File: src/hdl/clpc_pkg.sv
// shared types and constants of the circumsphere lattice point counter
// no dependencies
`timescale 1ns / 1ps
package clpc_pkg;
    localparam int VW      = 48;  // signed setup values: adjugate, determinant, centre
    localparam int WW      = 96;  // squared distances and products
    localparam int CFG_W   = 9;
    localparam int COORD_W = 8;
    localparam int EXTRA_W = 16;
    localparam int STEP_W  = 6;

    localparam logic [CFG_W-1:0]  GRID_RESET   = 9'd16;
    localparam int                GIVEN_POINTS = 4;
    // last microcode steps of the two setup phases
    localparam logic [STEP_W-1:0] STEP_LAST_A  = 6'd44;
    localparam logic [STEP_W-1:0] STEP_LAST_B  = 6'd59;

    typedef logic signed [VW-1:0] t_val;
    typedef logic signed [WW-1:0] t_wide;

    typedef enum logic [1:0] {
        MAC_LOAD,
        MAC_ADD,
        MAC_SUB
    } t_mac_op;

    typedef struct packed {
        logic [COORD_W-1:0] ax;
        logic [COORD_W-1:0] ay;
        logic [COORD_W-1:0] az;
        logic [COORD_W-1:0] bx;
        logic [COORD_W-1:0] by;
        logic [COORD_W-1:0] bz;
        logic [COORD_W-1:0] cx;
        logic [COORD_W-1:0] cy;
        logic [COORD_W-1:0] cz;
        logic [COORD_W-1:0] dx_coord;
        logic [COORD_W-1:0] dy_coord;
        logic [COORD_W-1:0] dz_coord;
    } t_item;

    typedef struct packed {
        logic               coplanar;
        logic [EXTRA_W-1:0] extra_points;
        logic               small_denominator;
    } t_result;

    typedef struct packed {
        logic [CFG_W-1:0] grid_size;
    } t_cfg;
endpackage

File: src/hdl/clpc_divchk.sv
// restoring divisibility check of a bounded numerator, one quotient bit per cycle
// depends on clpc_pkg
`timescale 1ns / 1ps
module clpc_divchk #(
    parameter int QB = 8
) (
    input  logic                   i_clk,
    input  logic                   i_rst_n,
    input  logic                   i_start,
    input  logic [clpc_pkg::VW-1:0] i_num,
    input  logic [clpc_pkg::VW-1:0] i_det,
    output logic                   o_done,
    output logic                   o_zero
);
    import clpc_pkg::*;

    localparam int               CNT_W    = $clog2(QB + 1);
    localparam logic [CNT_W-1:0] CNT_LAST = CNT_W'(QB - 1);

    logic             r_busy;
    logic             r_done;
    logic [CNT_W-1:0] r_cnt;
    logic [VW-1:0]    r_rem;
    logic [VW+QB-1:0] r_dsh;
    logic             w_ge;

    assign w_ge = {{QB{1'b0}}, r_rem} >= r_dsh;

    always_ff @(posedge i_clk) begin
        if (!i_rst_n) begin
            r_busy <= 1'b0;
            r_done <= 1'b0;
        end else begin
            r_done <= 1'b0;
            if (i_start) begin
                r_rem  <= i_num;
                r_dsh  <= {{QB{1'b0}}, i_det} << (QB - 1);
                r_cnt  <= '0;
                r_busy <= 1'b1;
            end else if (r_busy) begin
                if (w_ge) begin
                    r_rem <= r_rem - r_dsh[VW-1:0];
                end
                r_dsh <= r_dsh >> 1;
                r_cnt <= r_cnt + 1'b1;
                if (r_cnt == CNT_LAST) begin
                    r_busy <= 1'b0;
                    r_done <= 1'b1;
                end
            end
        end
    end

    assign o_done = r_done;
    assign o_zero = (r_rem == '0);
endmodule

File: config.mk
export PLATFORM = sky130hd
export DESIGN_NAME = clpc_divchk
export DESIGN_NICKNAME = d
export VERILOG_FILES = /design/src/hdl/clpc_pkg.sv /design/src/hdl/clpc_divchk.sv
export SDC_FILE = /design/constraint.sdc
export NUM_CORES = 1
export LEC_CHECK = 0
export ABC_AREA = 1
export BUFFER_PORTS_ARGS = -buffer_cell sky130_fd_sc_hd__buf_2
export CAP_MARGIN = 20
export CORE_MARGIN = 2
export CORE_UTILIZATION = 60
export CTS_BUF_LIST = sky130_fd_sc_hd__clkbuf_16
export DETAILED_ROUTE_END_ITERATION = 16
export PLACE_DENSITY = 0.81
export SYNTH_ARGS = -nofsm -noshare
export SYNTH_HDL_FRONTEND = slang
export SYNTH_SLANG_ARGS = --single-unit
File: constraint.sdc
create_clock -name i_clk -period 8.9 [get_ports i_clk]
set_clock_uncertainty 0.2 [all_clocks]
set_input_delay 0.89 -clock i_clk [delete_from_list [all_inputs] [get_ports i_clk]]
set_output_delay 0.89 -clock i_clk [all_outputs]
set_load 0.02 [all_outputs]
==> flow_summary.ini <==
[synthesis]
syn_area_per_cell_um2 = 6.67
synthSimpleGateAreaFrac = 0.362
synthesis.nets = 1502
synth_compound_area_frac = 0.0591
synthXorXnorAreaFrac = 0.0185
synthTopCellsByArea = edfxtp_1 36%, nand2_1 22%, inv_1 12%
syn-instance-count = 1353
synthArstFlopShare = 0
ys_seq_area_frac = 0.361
yosys-top-cells-count = 519 x nand2_1, 283 x inv_1, 107 x edfxtp_1, 74 x nor2_1, 62 x nand3_1
synth_most_common_cell = nand2_1
ys_ff_latch = 109
ys_warn_count = 0
synthMuxAreaShare = 0
synth_top_area_share = 0.356
ys_types = 34
yosys.area.top_type = edfxtp_1
ys.flop_type = edfxtp_1
synthAdderAreaFrac = 0.0702
synth_area_um2 = 9020
synth_top_family_by_area = simple AND/OR/NAND/NOR gates
synth_edf_count = 107

[layout]
nets = 1596
syn2layout_area_growth_pct = 11.5
drive_gt1_frac = 0.129
antenna_cells = 0
fin_area_um2 = 10100

[routing]
ant_nets = 0
num_vias = 8467
totalWireLength_um = 24400
drc = 0
viasPerCell = 5.18
wl_per_cell_um = 14.9
drt_iter0_drc = 684
drt_pass1_iterations = 5

[global_route]
grt_pass1_vias = 7781
antenna_found_initial = 0
grt.overflow.total = 0
grt_max_degree = 102
top_usage_layer = met2
grt_use_met2 = 0.494
grt_pass1_wl_um = 39000
use_met1 = 0.457
track_usage = 0.309
grt_use_met3 = 0.0270

[sta]
fmax_mhz = 299
timing.final.crit_share = 0.375
setup_violations = 0
tightest_slew_ps = 860
rsz0062_at_grt = no
hold_viol_final = 0
slew_headroom = 0.427
period_minus_slack_ps = 3340
slew_violations = 0
final.setup.tns_ps = 0

[power_and_ir_drop]
combPwrFrac = 0.282
power_frac_seq = 0.423
ir_drop_v = 0.000117
pwr-share-clk = 0.295
p_sw_frac = 0.336
power.switching_w = 0.000493
p_int_w = 0.000974
power_density_nw_per_um2 = 146
leakage_nw = 5.32

[setup_path]
path_class = flip-flop to output port
timing.rr.end = r_rem[27]$_DFFE_PP_
crit_fanout = 2
critPathRequiredTime_ps = 7810
cp.arrival_ps = 2250
crit_path_start_kind = flip-flop
end_kind = output port
rrSetupSlack_ps = 5800
rr_worst_depth = 11
rr_startpoint = r_rem[6]$_DFFE_PP_

[run]
maxCapViolCount = 0

[floorplan]
num_io_pins = 101
fp.dieW_um = 127
die_h_um = 127
core_um2 = 14600
num_rows = 44
start_util = 0.618
die_area_um2 = 16000

[placed_design]
dp_hpwl_um = 19400
gp_congestion = 0.967
placed_area_um2 = 9690
port_buffers = 100

[outcome]
outcome = finished clean

[clock_network]
ctsResizeCount = 0
clk_pin_slew_worst_paths_ps = 80
cts-root-buf = clkbuf_16
hold_buffers = 0
clkLatencyLatePin_ps = 360
cts_tree = done
clock-sinks = 109
clock_path_buffers = 2
cts_buffers = 9
post-cts-setup-buffers = 0
cts-htree-levels = 3

[worst_hold_path]
min_from = r_busy$_SDFF_PN0_
hold_end = o_done$_SDFF_PP0_
hold_path_depth = 2
min_path_type = flip-flop to flip-flop
[logic make-up (layout without fill, tap and decap cells)]
family	after synthesis	count (layout)
AOI/OAI and AO/OA	104	104
xor gates and xnor gates	19	19
adders and majority gates	50	50
buffers and inverters	310	409
DFF	109	109
and+or+nand+nor	761	761
[cell usage in the layout (no fill, tap or decap)]
cell / n
nand2_1: 519
inv_6: 2
nand4_1: 14
a21o_1: 1
dfxtp_1: 2
or2_2: 4
buf_12: 1
o21ai_1: 7
nor2_4: 3
xor2_1: 4
nand3_2: 8
buf_2: 99
buf_4: 4
nand3b_1: 7
a21oi_4: 1
nor2_2: 23
xnor2_1: 15
a21oi_1: 33
and2_1: 1
nor3_2: 4
fa_1: 1
clkbuf_16: 9
o21ai_0: 58
inv_8: 2
and3_1: 1
edfxtp_1: 107
buf_16: 1
clkinv_4: 2
ha_1: 49
nor3_1: 6
inv_2: 6
o21a_1: 2
nor4_1: 15
inv_1: 282
or2_1: 2
nand2_2: 18
bufinv_16: 1
o21bai_1: 2
nor2_1: 74
nand3_1: 62
[power groups by stage]
stage / sequential (W) / clock (W) / combinational (W)
floorplan: 0.000629 / 0 / 0.000290
global placement: 0.000630 / 0 / 0.000393
detailed placement: 0.000631 / 0 / 0.000403
CTS: 0.000620 / 0.000435 / 0.000406
global route: 0.000623 / 0.000453 / 0.000466
finish: 0.000620 / 0.000433 / 0.000414
[through the flow]
| step | setup slack (ps) | util | hold slack, ps | total power [W] | std cells |
|---|---|---|---|---|---|
| 3_3_place_gp | 4900 | 0.664 | 313 | 0.00102 | 1618 |
| 4_1_cts | 5200 | 0.686 | 318 | 0.00146 | 1634 |
| 6_report | 5560 | 0.689 | 314 | 0.00147 | 1636 |
| 2_1_floorplan | 3010 | - | 221 | 0.000919 | 1353 |
| 3_5_place_dp | 4820 | 0.664 | 310 | 0.00103 | 1618 |
| 5_1_grt | 5530 | 0.689 | 352 | 0.00154 | 1636 |
[worst max-delay path by stage]
stage	depth (start not counted)	to	slack, ps	start
2_1_floorplan	5	r_rem[0]$_DFFE_PP_	3010	i_start
3_3_place_gp	6	r_rem[18]$_DFFE_PP_	4900	i_start
3_5_place_dp	6	r_rem[27]$_DFFE_PP_	4820	i_start
4_1_cts	6	r_rem[26]$_DFFE_PP_	5200	i_start
5_1_grt	4	o_zero	5530	r_rem[32]$_DFFE_PP_
6_report	4	o_zero	5560	r_rem[32]$_DFFE_PP_
[sequential cells by signal, indices dropped and copies added (netlist names)]
signal	cells
o_done	1
r_cnt	4
r_dsh	55
r_rem	48
r_busy	1
[critical path, stage by stage (launching register included)]
cell      delay (ps)
edfxtp_1         430
nor4_1           630
nand4_1          300
nor3_1           320
buf_2            220
[metal layers]
layer,wire (um),part of all wire
met5,0,0
met2,11000,0.45
met3,1410,0.058
met1,11500,0.47
met4,455,0.019
[layout make-up]
| class | instances | area (um^2) |
|---|---|---|
| well taps | 184 | 230 |
| fillers | 1286 | 4530 |
| clock buffers | 9 | 225 |
| inverters | 288 | 1080 |
| repair buffers | 105 | 573 |
| clock inverters | 7 | 87.6 |
| multi-input cells | 934 | 4600 |
| flip-flops and latches | 109 | 3250 |
Note: power is estimated with default switching activity, not from simulation.
