**src/hdl/clpc_pkg.sv**
```systemverilog
// shared types and constants of the circumsphere lattice point counter
// no dependencies
`timescale 1ns / 1ps
package clpc_pkg;
    localparam int VW      = 48;  // signed setup values: adjugate, determinant, centre
    localparam int WW      = 96;  // squared distances and products
    localparam int CFG_W   = 9;
    localparam int COORD_W = 8;
    localparam int EXTRA_W = 16;
    localparam int STEP_W  = 6;

    localparam logic [CFG_W-1:0]  GRID_RESET   = 9'd16;
    localparam int                GIVEN_POINTS = 4;
    // last microcode steps of the two setup phases
    localparam logic [STEP_W-1:0] STEP_LAST_A  = 6'd44;
    localparam logic [STEP_W-1:0] STEP_LAST_B  = 6'd59;

    typedef logic signed [VW-1:0] t_val;
    typedef logic signed [WW-1:0] t_wide;

    typedef enum logic [1:0] {
        MAC_LOAD,
        MAC_ADD,
        MAC_SUB
    } t_mac_op;

    typedef struct packed {
        logic [COORD_W-1:0] ax;
        logic [COORD_W-1:0] ay;
        logic [COORD_W-1:0] az;
        logic [COORD_W-1:0] bx;
        logic [COORD_W-1:0] by;
        logic [COORD_W-1:0] bz;
        logic [COORD_W-1:0] cx;
        logic [COORD_W-1:0] cy;
        logic [COORD_W-1:0] cz;
        logic [COORD_W-1:0] dx_coord;
        logic [COORD_W-1:0] dy_coord;
        logic [COORD_W-1:0] dz_coord;
    } t_item;

    typedef struct packed {
        logic               coplanar;
        logic [EXTRA_W-1:0] extra_points;
        logic               small_denominator;
    } t_result;

    typedef struct packed {
        logic [CFG_W-1:0] grid_size;
    } t_cfg;
endpackage

```
**src/hdl/clpc_mac.sv**
```systemverilog
// serial signed multiply-accumulate unit, one multiplier bit per cycle
// depends on clpc_pkg
`timescale 1ns / 1ps
module clpc_mac (
    input  logic              i_clk,
    input  logic              i_rst_n,
    input  logic              i_start,
    input  clpc_pkg::t_val    i_a,
    input  clpc_pkg::t_val    i_b,
    input  clpc_pkg::t_mac_op i_op,
    output logic              o_done,
    output clpc_pkg::t_wide   o_acc
);
    import clpc_pkg::*;

    localparam int               CNT_W    = $clog2(VW);
    localparam logic [CNT_W-1:0] CNT_LAST = CNT_W'(VW - 1);

    logic             r_busy;
    logic             r_done;
    logic             r_neg;
    logic [CNT_W-1:0] r_cnt;
    logic [VW-1:0]    r_mcand;
    logic [VW-1:0]    r_hi;
    logic [VW-1:0]    r_lo;
    t_mac_op          r_op;
    t_wide            r_acc;

    logic [VW-1:0]    w_mag_a;
    logic [VW-1:0]    w_mag_b;
    logic [VW:0]      w_sum;
    logic [2*VW-1:0]  w_prod;
    t_wide            w_term;
    t_wide            w_base;

    always_comb begin
        w_mag_a = i_a[VW-1] ? $unsigned(-i_a) : $unsigned(i_a);
        w_mag_b = i_b[VW-1] ? $unsigned(-i_b) : $unsigned(i_b);
        w_sum   = {1'b0, r_hi} + (r_lo[0] ? {1'b0, r_mcand} : '0);
        w_prod  = {w_sum, r_lo[VW-1:1]};
        w_term  = (r_neg ^ (r_op == MAC_SUB)) ? -t_wide'(w_prod) : t_wide'(w_prod);
        w_base  = (r_op == MAC_LOAD) ? '0 : r_acc;
    end

    always_ff @(posedge i_clk) begin
        if (!i_rst_n) begin
            r_busy <= 1'b0;
            r_done <= 1'b0;
        end else begin
            r_done <= 1'b0;
            if (i_start) begin
                r_mcand <= w_mag_a;
                r_lo    <= w_mag_b;
                r_hi    <= '0;
                r_neg   <= i_a[VW-1] ^ i_b[VW-1];
                r_op    <= i_op;
                r_cnt   <= '0;
                r_busy  <= 1'b1;
            end else if (r_busy) begin
                r_hi  <= w_sum[VW:1];
                r_lo  <= {w_sum[0], r_lo[VW-1:1]};
                r_cnt <= r_cnt + 1'b1;
                if (r_cnt == CNT_LAST) begin
                    r_busy <= 1'b0;
                    r_done <= 1'b1;
                    r_acc  <= w_base + w_term;
                end
            end
        end
    end

    assign o_done = r_done;
    assign o_acc  = r_acc;
endmodule

```
**config.mk**
```make
export PLATFORM = sky130hd
export DESIGN_NAME = clpc_mac
export DESIGN_NICKNAME = d
export VERILOG_FILES = /design/src/hdl/clpc_pkg.sv /design/src/hdl/clpc_mac.sv
export SDC_FILE = /design/constraint.sdc
export NUM_CORES = 1
export LEC_CHECK = 0
export BUFFER_PORTS_ARGS = -buffer_cell sky130_fd_sc_hd__buf_2
export CORE_MARGIN = 2
export CORE_UTILIZATION = 50
export DETAILED_ROUTE_END_ITERATION = 12
export GPL_ROUTABILITY_DRIVEN = 0
export PLACE_DENSITY = 0.7
export REMOVE_ABC_BUFFERS = 1
export SYNTH_ARGS = -nofsm -noshare
export SYNTH_HDL_FRONTEND = slang
export SYNTH_SLANG_ARGS = --single-unit
```
**constraint.sdc**
```tcl
create_clock -name i_clk -period 18.55 [get_ports i_clk]
set_input_delay 0 -clock i_clk [delete_from_list [all_inputs] [get_ports i_clk]]
set_output_delay 0 -clock i_clk [all_outputs]
set_load 0.01 [all_outputs]
```
==> impl_metrics.toml <==
[critical_path]
cp.required_ns = 18.88
reg2regPathDepth = 25
critPathLaunchType = "register"
worstSetupEndpointType = "register"
arrival_ns = 8.50
critPathKind = "register to register"
cp_max_fo = 48

[pwr]
p_per_area_nw_per_um2 = 92.6
p_total_w = 0.00242
comb_power_share_pct = 44.5
pwr-share-seq_pct = 30.0
irDropWorstVdd_v = 0.0000686
sw_frac_of_total_pct = 37.4
share_clk_of_total_power_pct = 25.5
power.net_switching_w = 0.000904
total_leakage_power_nw = 10.3
p_int_w = 0.00151

[synth]
yosysSeqAreaShare_pct = 33.9
synth_cell_types = 81
syn_area_um2 = 22100
synth_edf_count = 249
synthFlopType = "edfxtp_1"
async_flop_share_pct = 0
avgSynthCellArea_um2 = 8.81
ys_warn_count = 0
syn_inst = 2513
ys_ff_latch = 251

[clocking]
htree_num_levels = 1
clock_path_buffers = 3
cts_made_buffers = 31
cts.sinks = 251
cts_tree = "built"
cts_resized = 0
cts_setup_buffers = 0
root_buffer = "clkbuf_16"
clk_pin_slew_worst_paths_ns = 0.06
clk_latency_ns = 0.59
cts_hold_buf = 152

[min_path]
holdPathStages = 3
hold_path_class = "input pin to register"

[floorplan]
ioPinCount = 198
rows = 77
core_um2 = 43900
die_w_um = 214
start_util_pct = 50.4
dieArea_um2 = 46000
die_height_um = 214

[job]
maxCapViolCount = 0

[drt]
post_drt_wl_per_cell_um = 18.5
initialDrtViolationCount = 1378
drc = 0
drt_first_pass_iters = 6
drt-vias-per-instance = 5.95
drt_wl_total_um = 62900
vias = 20300
drtAntennaViolNets = 0

[timing]
finalSetupViolations = 0
timing.setup.tns_ns = 0
rsz0062_at_grt = "no"
fin_skew_ns = 0.00849
period_minus_slack_ns = 8.18
slew_viol_final = 0
tightest_slew_ns = 1.21
slew_headroom_pct = 19.2
whs_ns = 0.120
maxClockFrequency_ghz = 0.122
finalHoldViolations = 0
post-route-period-util_pct = 44.1

[global_routing]
grt_use_total_pct = 26.5
grt_antenna_before_repair = 0
grt_pass1_wl_um = 101000
grt-ovfl-total = 0
grt_pass1_vias = 19800
grt_max_degree = 70

[cells_and_area]
diodes = 0
final_cells = 3405
fin_util_pct = 59.5
finalNetCount = 3039
drive_gt1_share_pct = 10.7
area_growth_pct = 18.0

[placed_design]
io_buffer_count = 197
place_hpwl_um = 46400
dp.cells = 3196

[outcome]
status = "completed"
==> metal layers <==
metal  vias to the layer above  share of wire (%)  global-route usage [%]
met5                         -                  0                       0
li1                       9803                  -                       -
met2                       720                 47                    44.7
met1                      9576                 43                    34.4
met4                         0                4.3                    10.5
met3                       155                6.3                    3.82
==> synth_stat cells (all sizes together), types with 4 or more instances <==
master	count	area, um2
o21a	20	150
xnor2	192	1680
nand4	42	263
o2111ai	4	35.0
buf	7	27.5
nor2	205	769
a211o	8	70.1
mux2	4	45.0
o21ai	158	791
edfxtp	249	7480
nand2b	22	145
nand3	50	250
o21bai	39	293
a21boi	15	113
a31oi	31	194
o211ai	18	135
clkbuf	112	420
o41ai	23	220
nand2	170	641
a211oi	13	97.6
a221oi	8	70.1
and2	68	425
nor3	36	180
ha	147	1840
or4	28	221
a21o	80	601
mux2i	7	70.1
nor2b	119	744
o31ai	51	383
nand3b	4	30.0
or2	21	131
inv	66	248
and4	8	70.1
o221ai	4	35.0
xor2	129	1130
a21oi	242	1210
a2111oi	4	35.0
or3	19	119
and3	22	143
nor4	21	161
==> state kept, by name, summed over array words and instances (netlist names) <==
signal / count
o_acc: 96
r_cnt: 6
r_neg: 1
o_done: 1
r_mcand: 48
r_hi: 48
r_op: 2
r_busy: 1
r_lo: 48
==> stage by stage <==
stage               setup WS, ns  cell area [um2]
floorplan                   7.86            21700
global placement           10.66            23600
detailed placement         10.37            23600
CTS                        10.31            26100
global route                9.58            26100
finish                     10.37            26100
==> logic make-up after synthesis <==
kind of cell             count (synthesis)  synth area share (%)
AO/OA/AOI/OAI                          749                  21.3
AND/OR/NAND/NOR                        847                  19.9
adder cells (fa/ha/maj)                149                  8.49
XOR/XNOR                               321                  12.7
flip-flops                             251                  33.9
multiplexers                            11                 0.520
buffers and inverters                  185                  3.14
==> power groups by stage <==
stage	clock network, W	registers (W)	logic, W
5_1_grt	0.000647	0.000729	0.00119
2_1_floorplan	0	0.000731	0.000781
6_report	0.000616	0.000725	0.00108
4_1_cts	0.000627	0.000725	0.00106
3_5_place_dp	0	0.000736	0.00101
3_3_place_gp	0	0.000736	0.000995
==> worst paths after layout <==
check        startpoint        end  slack [ns]
max             r_lo[0]  o_acc[95]       10.37
min             i_b[47]      r_neg        0.12
max reg2reg     r_lo[0]  o_acc[95]       10.37
min reg2reg      r_busy     o_done        0.52
==> critical path, cell delays in order, from the launching register on <==
cell	delay, ns
edfxtp_1	1.15
and2_1	0.26
ha_1	0.20
inv_1	0.07
fa_1	0.40
nand2b_1	0.20
a21boi_1	0.29
o211ai_1	0.16
a2111oi_0	0.82
o21ai_0	0.24
xor2_1	0.35
nand4_1	0.25
or2_2	0.39
o31ai_1	0.25
xor2_1	0.11
ha_1	0.42
nand2_1	0.11
nor3_1	0.26
nor2b_1	0.29
a221oi_1	0.15
o21ai_0	0.19
a31oi_1	0.13
o41ai_1	0.72
a21oi_1	0.14
a211oi_1	0.24
xnor2_1	0.11
==> cell usage in the layout, fill, tap and decap left out, types with 31 or more instances in the layout <==
cell	count
a21o_1	80
and2_1	67
nor3_1	36
a21oi_1	242
o21bai_1	39
nand2_1	169
nor2b_1	119
nor2_1	204
a31oi_1	31
edfxtp_1	249
dlygate4sd3_1	152
xor2_1	128
nand3_1	50
o31ai_1	51
nand4_1	42
inv_1	66
ha_1	147
xnor2_1	191
buf_2	196
o21ai_0	157
clkbuf_16	31
==> area by class of cell <==
class                   count  area [um2]
clock inverters            12         139
well taps                 592         741
repair buffers            362        2610
clock buffers              45         888
fillers                  3872       17800
flip-flops and latches    251        7520
inverters                  66         248
multi-input cells        2077       14000
Power figures use the tool's default switching activity.
