**src/hdl/clpc_isqrt.sv**
```systemverilog
// iterative integer square root, two radicand bits per cycle
// no package dependencies
`timescale 1ns / 1ps
module clpc_isqrt #(
    parameter int W = 96
) (
    input  logic           i_clk,
    input  logic           i_rst_n,
    input  logic           i_start,
    input  logic [W-1:0]   i_arg,
    output logic           o_done,
    output logic [W/2-1:0] o_root,
    output logic           o_exact
);
    logic         r_busy;
    logic         r_done;
    logic [W-1:0] r_op;
    logic [W-1:0] r_res;
    logic [W-1:0] r_one;
    logic [W-1:0] w_trial;

    assign w_trial = r_res + r_one;

    always_ff @(posedge i_clk) begin
        if (!i_rst_n) begin
            r_busy <= 1'b0;
            r_done <= 1'b0;
        end else begin
            r_done <= 1'b0;
            if (i_start) begin
                r_op   <= i_arg;
                r_res  <= '0;
                r_one  <= W'(1) << (W - 2);
                r_busy <= 1'b1;
            end else if (r_busy) begin
                if (r_op >= w_trial) begin
                    r_op  <= r_op - w_trial;
                    r_res <= (r_res >> 1) + r_one;
                end else begin
                    r_res <= r_res >> 1;
                end
                r_one <= r_one >> 2;
                if (r_one[0]) begin
                    r_busy <= 1'b0;
                    r_done <= 1'b1;
                end
            end
        end
    end

    assign o_done  = r_done;
    assign o_root  = r_res[W/2-1:0];
    assign o_exact = (r_op == '0);
endmodule

```
**config.mk**
```make
export PLATFORM = sky130hd
export DESIGN_NAME = clpc_isqrt
export DESIGN_NICKNAME = d
export VERILOG_FILES = /design/src/hdl/clpc_isqrt.sv
export SDC_FILE = /design/constraint.sdc
export NUM_CORES = 1
export LEC_CHECK = 0
export BUFFER_PORTS_ARGS = -buffer_cell sky130_fd_sc_hd__buf_2
export CAP_MARGIN = 20
export CORE_ASPECT_RATIO = 1.25
export CORE_UTILIZATION = 50
export CTS_BUF_LIST = sky130_fd_sc_hd__clkbuf_8
export CTS_CLUSTER_DIAMETER = 30
export DETAILED_ROUTE_END_ITERATION = 8
export PLACE_DENSITY = 0.68
export SLEW_MARGIN = 20
export SYNTH_ARGS = -nofsm -noshare
export SYNTH_HDL_FRONTEND = slang
export SYNTH_SLANG_ARGS = --single-unit
```
**constraint.sdc**
```tcl
create_clock -name i_clk -period 18.35 [get_ports i_clk]
set_input_delay 3.67 -clock i_clk [delete_from_list [all_inputs] [get_ports i_clk]]
set_output_delay 3.67 -clock i_clk [all_outputs]
set_load 0.02 [all_outputs]
```
==> results.txt <==
----------------------------------------------------
[Timing]
  Setup repair after global routing missed its margin ... false
  Max Slew Vio Count ... 0
  Maximum clock rate ... 123 MHz
  Setup Total Neg Slack ... 0 ns
  Final Setup Violations ... 0
  Least-Margin Pin Slew ... 1.12 ns
  Time the worst path needs with I/O delays and setup ... 8.11 ns
  Slew margin rel. ... 0.245
  Worst-case clock skew ... 0.0438 ns
  Final Hold Vio Count ... 0
  Fraction of the cycle the final worst path needs ... 0.442

[Clocking]
  Number of hold buffers added after CTS ... 0
  Clock latency of the later-clocked register in the worst-skew pair ... 0.69 ns
  Buffers inserted by post-CTS timing repair ... 0
  Clock Sink Count ... 242
  Gates resized, CTS repair ... 0
  Clock slew at reported path FFs ... 0.06 ns
  Number of buffers created by CTS ... 57
  Depth of the CTS H-tree ... 2
  CTS Root Cell ... sky130_fd_sc_hd__clkbuf_8
  Clock tree from TritonCTS ... built
  Maximum buffer depth of the clock tree ... 3

[Setup path]
  Largest delay share family, worst path ... simple AND/OR/NAND/NOR gates
  Largest driver fanout on the critical path ... 56
  Slowest stage delay, CP ... 0.69 ns
  R2R setup slack ... 10.24 ns
  Number of cells on the critical path ... 23
  Cell depth of the worst flop-to-flop path ... 23
  RR Endpoint ... r_op[91]$_DFFE_PP_
  Chain of cells forming the critical path ... ha_1 -> nand4_1 -> nor4_2 -> nand2_1 -> o2111ai_1 -> a31oi_1 -> or4_1 -> o21ai_1 -> a21oi_1 -> o21ai_1 -> xnor2_1 -> ha_1 -> nand4_1 -> or3_1 -> nor2_1 -> nand2_1 -> a211o_1 -> a21oi_4 -> buf_4 -> nor2_4 -> a21boi_4 -> buf_4 -> buf_4
  Kind of launch point of the worst setup path ... register
  Arrival @ worst endpoint ... 8.39 ns
  CP max-delay cell ... sky130_fd_sc_hd__buf_4
  Reg-to-reg critical path startpoint ... r_res[32]$_SDFFCE_PP0P_
  Type of the worst setup path ... reg -> reg
  Required @ worst endpoint ... 18.63 ns
  Crit end category ... register
  Cell repeated most along the worst path ... sky130_fd_sc_hd__buf_4
  Crit path buf inv count ... 3

[Global route]
  Total track usage ... 0.333
  Initial antenna violation count ... 1
  Via count of the first global-routing pass ... 23100
  Wire length of the first global-routing pass ... 133 mm
  Global-route met2 utilization ... 0.498
  Global routing usage on met1 ... 0.484
  Layer with the highest usage after global routing ... met2
  Total gr overflow ... 0
  Met3 Usage GRT ... 0.0396
  Maximum number of pins on one net before global-route repair ... 95

[Synth]
  Share of synthesized flip-flops with an asynchronous set or reset ... 0
  Post-synthesis sequential area ratio ... 0.289
  Netlist Area Pre-Place ... 25100 um2
  Instance count of the mapped netlist ... 3103
  Warning count from the yosys run ... 0
  Mean instance size in the synthesized netlist ... 8.08 um2
  Compound-gate portion of the synthesized area ... 0.248
  Number of flops mapped to enable cells by yosys ... 240
  Combinational family with the most area after synthesis ... compound AO/OA/AOI/OAI gates
  Total of flip-flops plus latches after synthesis ... 242
  Number of nets produced by synthesis ... 3397
  XOR/XNOR Fraction of Synth Area ... 0.0891
  Synth area leaders ... sky130_fd_sc_hd__edfxtp_1 29%, sky130_fd_sc_hd__ha_1 9.7%, sky130_fd_sc_hd__nand2_1 5.7%
  Mux share of post-synthesis cell area ... 0.00604
  Main synth FF type ... sky130_fd_sc_hd__edfxtp_1
  Area share of fa/ha/maj cells after synthesis ... 0.0977
  Synth top area share ... 0.288
  Synth unique cells ... 90
  Synth area leader ... sky130_fd_sc_hd__edfxtp_1
  Simple-gate share of the synthesized area ... 0.220

[Min path]
  Path class of the lowest-slack min-delay path ... reg -> reg
  Hold depth ... 1
  Hold Startpoint ... r_busy$_SDFF_PN0_
  Destination of the worst hold path ... o_done$_SDFF_PP0_

[Drt]
  Routed via count ... 24700
  Pre-Repair DR Iteration Count ... 6
  Number of design-rule violations left by the first detailed-router iteration ... 2888
  Routed vias/inst ... 6.49
  DRC violations left ... 0
  WL final ... 87.0 mm
  Post-route antenna net violation count ... 0
  Avg WL per Cell ... 22.8 um

[Pwr]
  Internal portion of total power ... 1.60 mW
  VDD IR-drop max ... 0.0630 mV
  LEAKAGE ... 10.2 nW
  Combinational power share ... 0.458
  Switching power summed over all nets ... 1.20 mW
  Power density relative to cell area ... 104 nW/um2
  Clock Power Share ... 0.255
  Register share of total power ... 0.287
  Switching share of power ... 0.429

[Die]
  Die boundary height ... 252 um
  Floorplan core area ... 49400 um2
  Starting Density ... 0.507
  Top-level port count ... 149
  Width of the chip ... 202 um
  Num rows ... 91
  Area enclosed by the die boundary ... 51000 um2

[Final layout]
  Fraction of final layout cells with drive strength greater than 1 ... 0.104
  Finished Cell Area ... 27000 um2
  Area growth, synth to finish ... 7.91%
  Number of nets in the layout ... 3404

[Job]
  Number of max-capacitance violations reported ... 0

[Placed design]
  Total cell area at the placement stage ... 25700 um2
  Number of port buffers ... 148
  Routability-driven placement congestion ratio ... 0.994
  Final HPWL from detailed placement ... 68.5 mm

[Run status]
  Result of the run ... completed

----------------------------------------------------
state kept, by name (all words and copies together), names as in the netlist:
register  count
r_op         96
r_res        96
r_one        48
o_done        1
r_busy        1
placed cells by master, fill, tap and decap left out, types with 30 or more instances in the layout:
cell type and n:
sky130_fd_sc_hd__xnor2_1 125, sky130_fd_sc_hd__xor2_1 130, sky130_fd_sc_hd__nand2_1 378, sky130_fd_sc_hd__a31oi_1 113, sky130_fd_sc_hd__nor3_1 56, sky130_fd_sc_hd__nand3_1 67
sky130_fd_sc_hd__buf_2 147, sky130_fd_sc_hd__nand4_1 110, sky130_fd_sc_hd__inv_1 72, sky130_fd_sc_hd__edfxtp_1 240, sky130_fd_sc_hd__o21a_1 30, sky130_fd_sc_hd__o21ai_0 256
sky130_fd_sc_hd__nor4_1 49, sky130_fd_sc_hd__a211oi_1 31, sky130_fd_sc_hd__ha_1 194, sky130_fd_sc_hd__o21bai_1 50, sky130_fd_sc_hd__nor2b_1 71, sky130_fd_sc_hd__a21o_1 71
sky130_fd_sc_hd__a31o_2 33, sky130_fd_sc_hd__and3_1 33, sky130_fd_sc_hd__clkbuf_8 57, sky130_fd_sc_hd__nor2_1 242, sky130_fd_sc_hd__a21oi_1 221
cell usage after synthesis, types with 5 or more instances:
| cell | n |
|---|---|
| sky130_fd_sc_hd__a21boi_0 | 16 |
| sky130_fd_sc_hd__edfxtp_1 | 240 |
| sky130_fd_sc_hd__nor4_1 | 49 |
| sky130_fd_sc_hd__a21o_1 | 71 |
| sky130_fd_sc_hd__ha_1 | 194 |
| sky130_fd_sc_hd__o221ai_1 | 6 |
| sky130_fd_sc_hd__nand2_1 | 378 |
| sky130_fd_sc_hd__clkbuf_1 | 147 |
| sky130_fd_sc_hd__nand3_1 | 67 |
| sky130_fd_sc_hd__and4_1 | 18 |
| sky130_fd_sc_hd__o21ai_0 | 256 |
| sky130_fd_sc_hd__buf_4 | 49 |
| sky130_fd_sc_hd__mux2i_1 | 5 |
| sky130_fd_sc_hd__or3_1 | 19 |
| sky130_fd_sc_hd__xor2_1 | 130 |
| sky130_fd_sc_hd__a211oi_1 | 31 |
| sky130_fd_sc_hd__or2_2 | 12 |
| sky130_fd_sc_hd__nor2b_1 | 71 |
| sky130_fd_sc_hd__o31ai_1 | 27 |
| sky130_fd_sc_hd__o21a_1 | 31 |
| sky130_fd_sc_hd__o22ai_1 | 17 |
| sky130_fd_sc_hd__a311oi_1 | 7 |
| sky130_fd_sc_hd__a2111oi_0 | 9 |
| sky130_fd_sc_hd__nor2_1 | 242 |
| sky130_fd_sc_hd__a41oi_1 | 5 |
| sky130_fd_sc_hd__or4_1 | 7 |
| sky130_fd_sc_hd__a31oi_1 | 113 |
| sky130_fd_sc_hd__a22oi_1 | 6 |
| sky130_fd_sc_hd__nor3b_1 | 8 |
| sky130_fd_sc_hd__o21bai_1 | 50 |
| sky130_fd_sc_hd__buf_2 | 15 |
| sky130_fd_sc_hd__xnor2_1 | 125 |
| sky130_fd_sc_hd__mux2_2 | 9 |
| sky130_fd_sc_hd__nand2b_1 | 14 |
| sky130_fd_sc_hd__a211o_1 | 8 |
| sky130_fd_sc_hd__a31o_2 | 33 |
| sky130_fd_sc_hd__nor3_1 | 56 |
| sky130_fd_sc_hd__o21ai_1 | 13 |
| sky130_fd_sc_hd__o211ai_1 | 16 |
| sky130_fd_sc_hd__inv_1 | 65 |
| sky130_fd_sc_hd__and3_1 | 33 |
| sky130_fd_sc_hd__nand4_1 | 110 |
| sky130_fd_sc_hd__a21oi_1 | 221 |
| sky130_fd_sc_hd__and2_1 | 24 |
final cells by class:
| class | count | area [um2] |
|---|---|---|
| Clock buffer | 57 | 785 |
| Antenna cell | 2 | 5.00 |
| Fill cell | 4799 | 22400 |
| Inverter | 65 | 244 |
| Tap cell | 651 | 815 |
| Sequential cell | 242 | 7250 |
| Clock inverter | 50 | 507 |
| Timing Repair Buffer | 162 | 856 |
| Multi-Input combinational cell | 2582 | 16600 |
layer usage:
metal,vias to the layer above,part of all wire
met3,183,0.081
met2,1183,0.43
met5,-,0
li1,11600,-
met1,11800,0.45
met4,0,0.041
stage by stage:
| stage | worst slack [ns] | utilization | instances | hold slack (ns) | total power, mW |
|---|---|---|---|---|---|
| after floorplan | 2.75 | - | 3103 | 0.454 | 1.72 |
| after global routing | 9.89 | 0.547 | 3810 | 0.525 | 2.96 |
| after CTS | 10.37 | 0.547 | 3809 | 0.512 | 2.78 |
| after detailed placement | 10.44 | 0.521 | 3702 | 0.502 | 2.06 |
| final | 10.24 | 0.547 | 3811 | 0.509 | 2.80 |
| after global placement | 10.62 | 0.521 | 3702 | 0.477 | 2.05 |
cell families after synthesis:
| logic type | Yosys count |
|---|---|
| flops | 242 |
| buf+inv | 279 |
| xor+xnor | 255 |
| compound gates | 985 |
| mux | 14 |
| simple gates | 1133 |
| fa+ha+maj | 195 |
power by group through the flow:
stage	sequential (mW)	combinational [mW]	clock, mW
4_1_cts	0.798	1.26	0.728
5_1_grt	0.808	1.41	0.750
3_5_place_dp	0.807	1.25	0
2_1_floorplan	0.760	0.963	0
6_report	0.803	1.28	0.716
3_3_place_gp	0.806	1.24	0
worst register-to-register path, cell delays in order, from the launching register on:
cell and delay, ns:
sky130_fd_sc_hd__edfxtp_1 0.57, sky130_fd_sc_hd__ha_1 0.52, sky130_fd_sc_hd__nand4_1 0.21, sky130_fd_sc_hd__nor4_2 0.38, sky130_fd_sc_hd__nand2_1 0.12, sky130_fd_sc_hd__o2111ai_1 0.40
sky130_fd_sc_hd__a31oi_1 0.23, sky130_fd_sc_hd__or4_1 0.58, sky130_fd_sc_hd__o21ai_1 0.32, sky130_fd_sc_hd__a21oi_1 0.30, sky130_fd_sc_hd__o21ai_1 0.24, sky130_fd_sc_hd__xnor2_1 0.11
sky130_fd_sc_hd__ha_1 0.45, sky130_fd_sc_hd__nand4_1 0.21, sky130_fd_sc_hd__or3_1 0.47, sky130_fd_sc_hd__nor2_1 0.12, sky130_fd_sc_hd__nand2_1 0.07, sky130_fd_sc_hd__a211o_1 0.32
sky130_fd_sc_hd__a21oi_4 0.12, sky130_fd_sc_hd__buf_4 0.45, sky130_fd_sc_hd__nor2_4 0.11, sky130_fd_sc_hd__a21boi_4 0.16, sky130_fd_sc_hd__buf_4 0.48, sky130_fd_sc_hd__buf_4 0.71
worst max-delay path by stage:
stage / startpoint / end / slack [ns]
4_1_cts: r_res[32]$_SDFFCE_PP0P_ / r_op[89]$_DFFE_PP_ / 10.37
3_3_place_gp: r_res[32]$_SDFFCE_PP0P_ / r_op[86]$_DFFE_PP_ / 10.62
3_5_place_dp: r_res[32]$_SDFFCE_PP0P_ / r_op[89]$_DFFE_PP_ / 10.44
2_1_floorplan: i_start / r_op[0]$_DFFE_PP_ / 2.75
6_report: r_res[32]$_SDFFCE_PP0P_ / r_op[91]$_DFFE_PP_ / 10.24
5_1_grt: r_res[32]$_SDFFCE_PP0P_ / r_op[95]$_DFFE_PP_ / 9.89
Power figures use the tool's default switching activity.
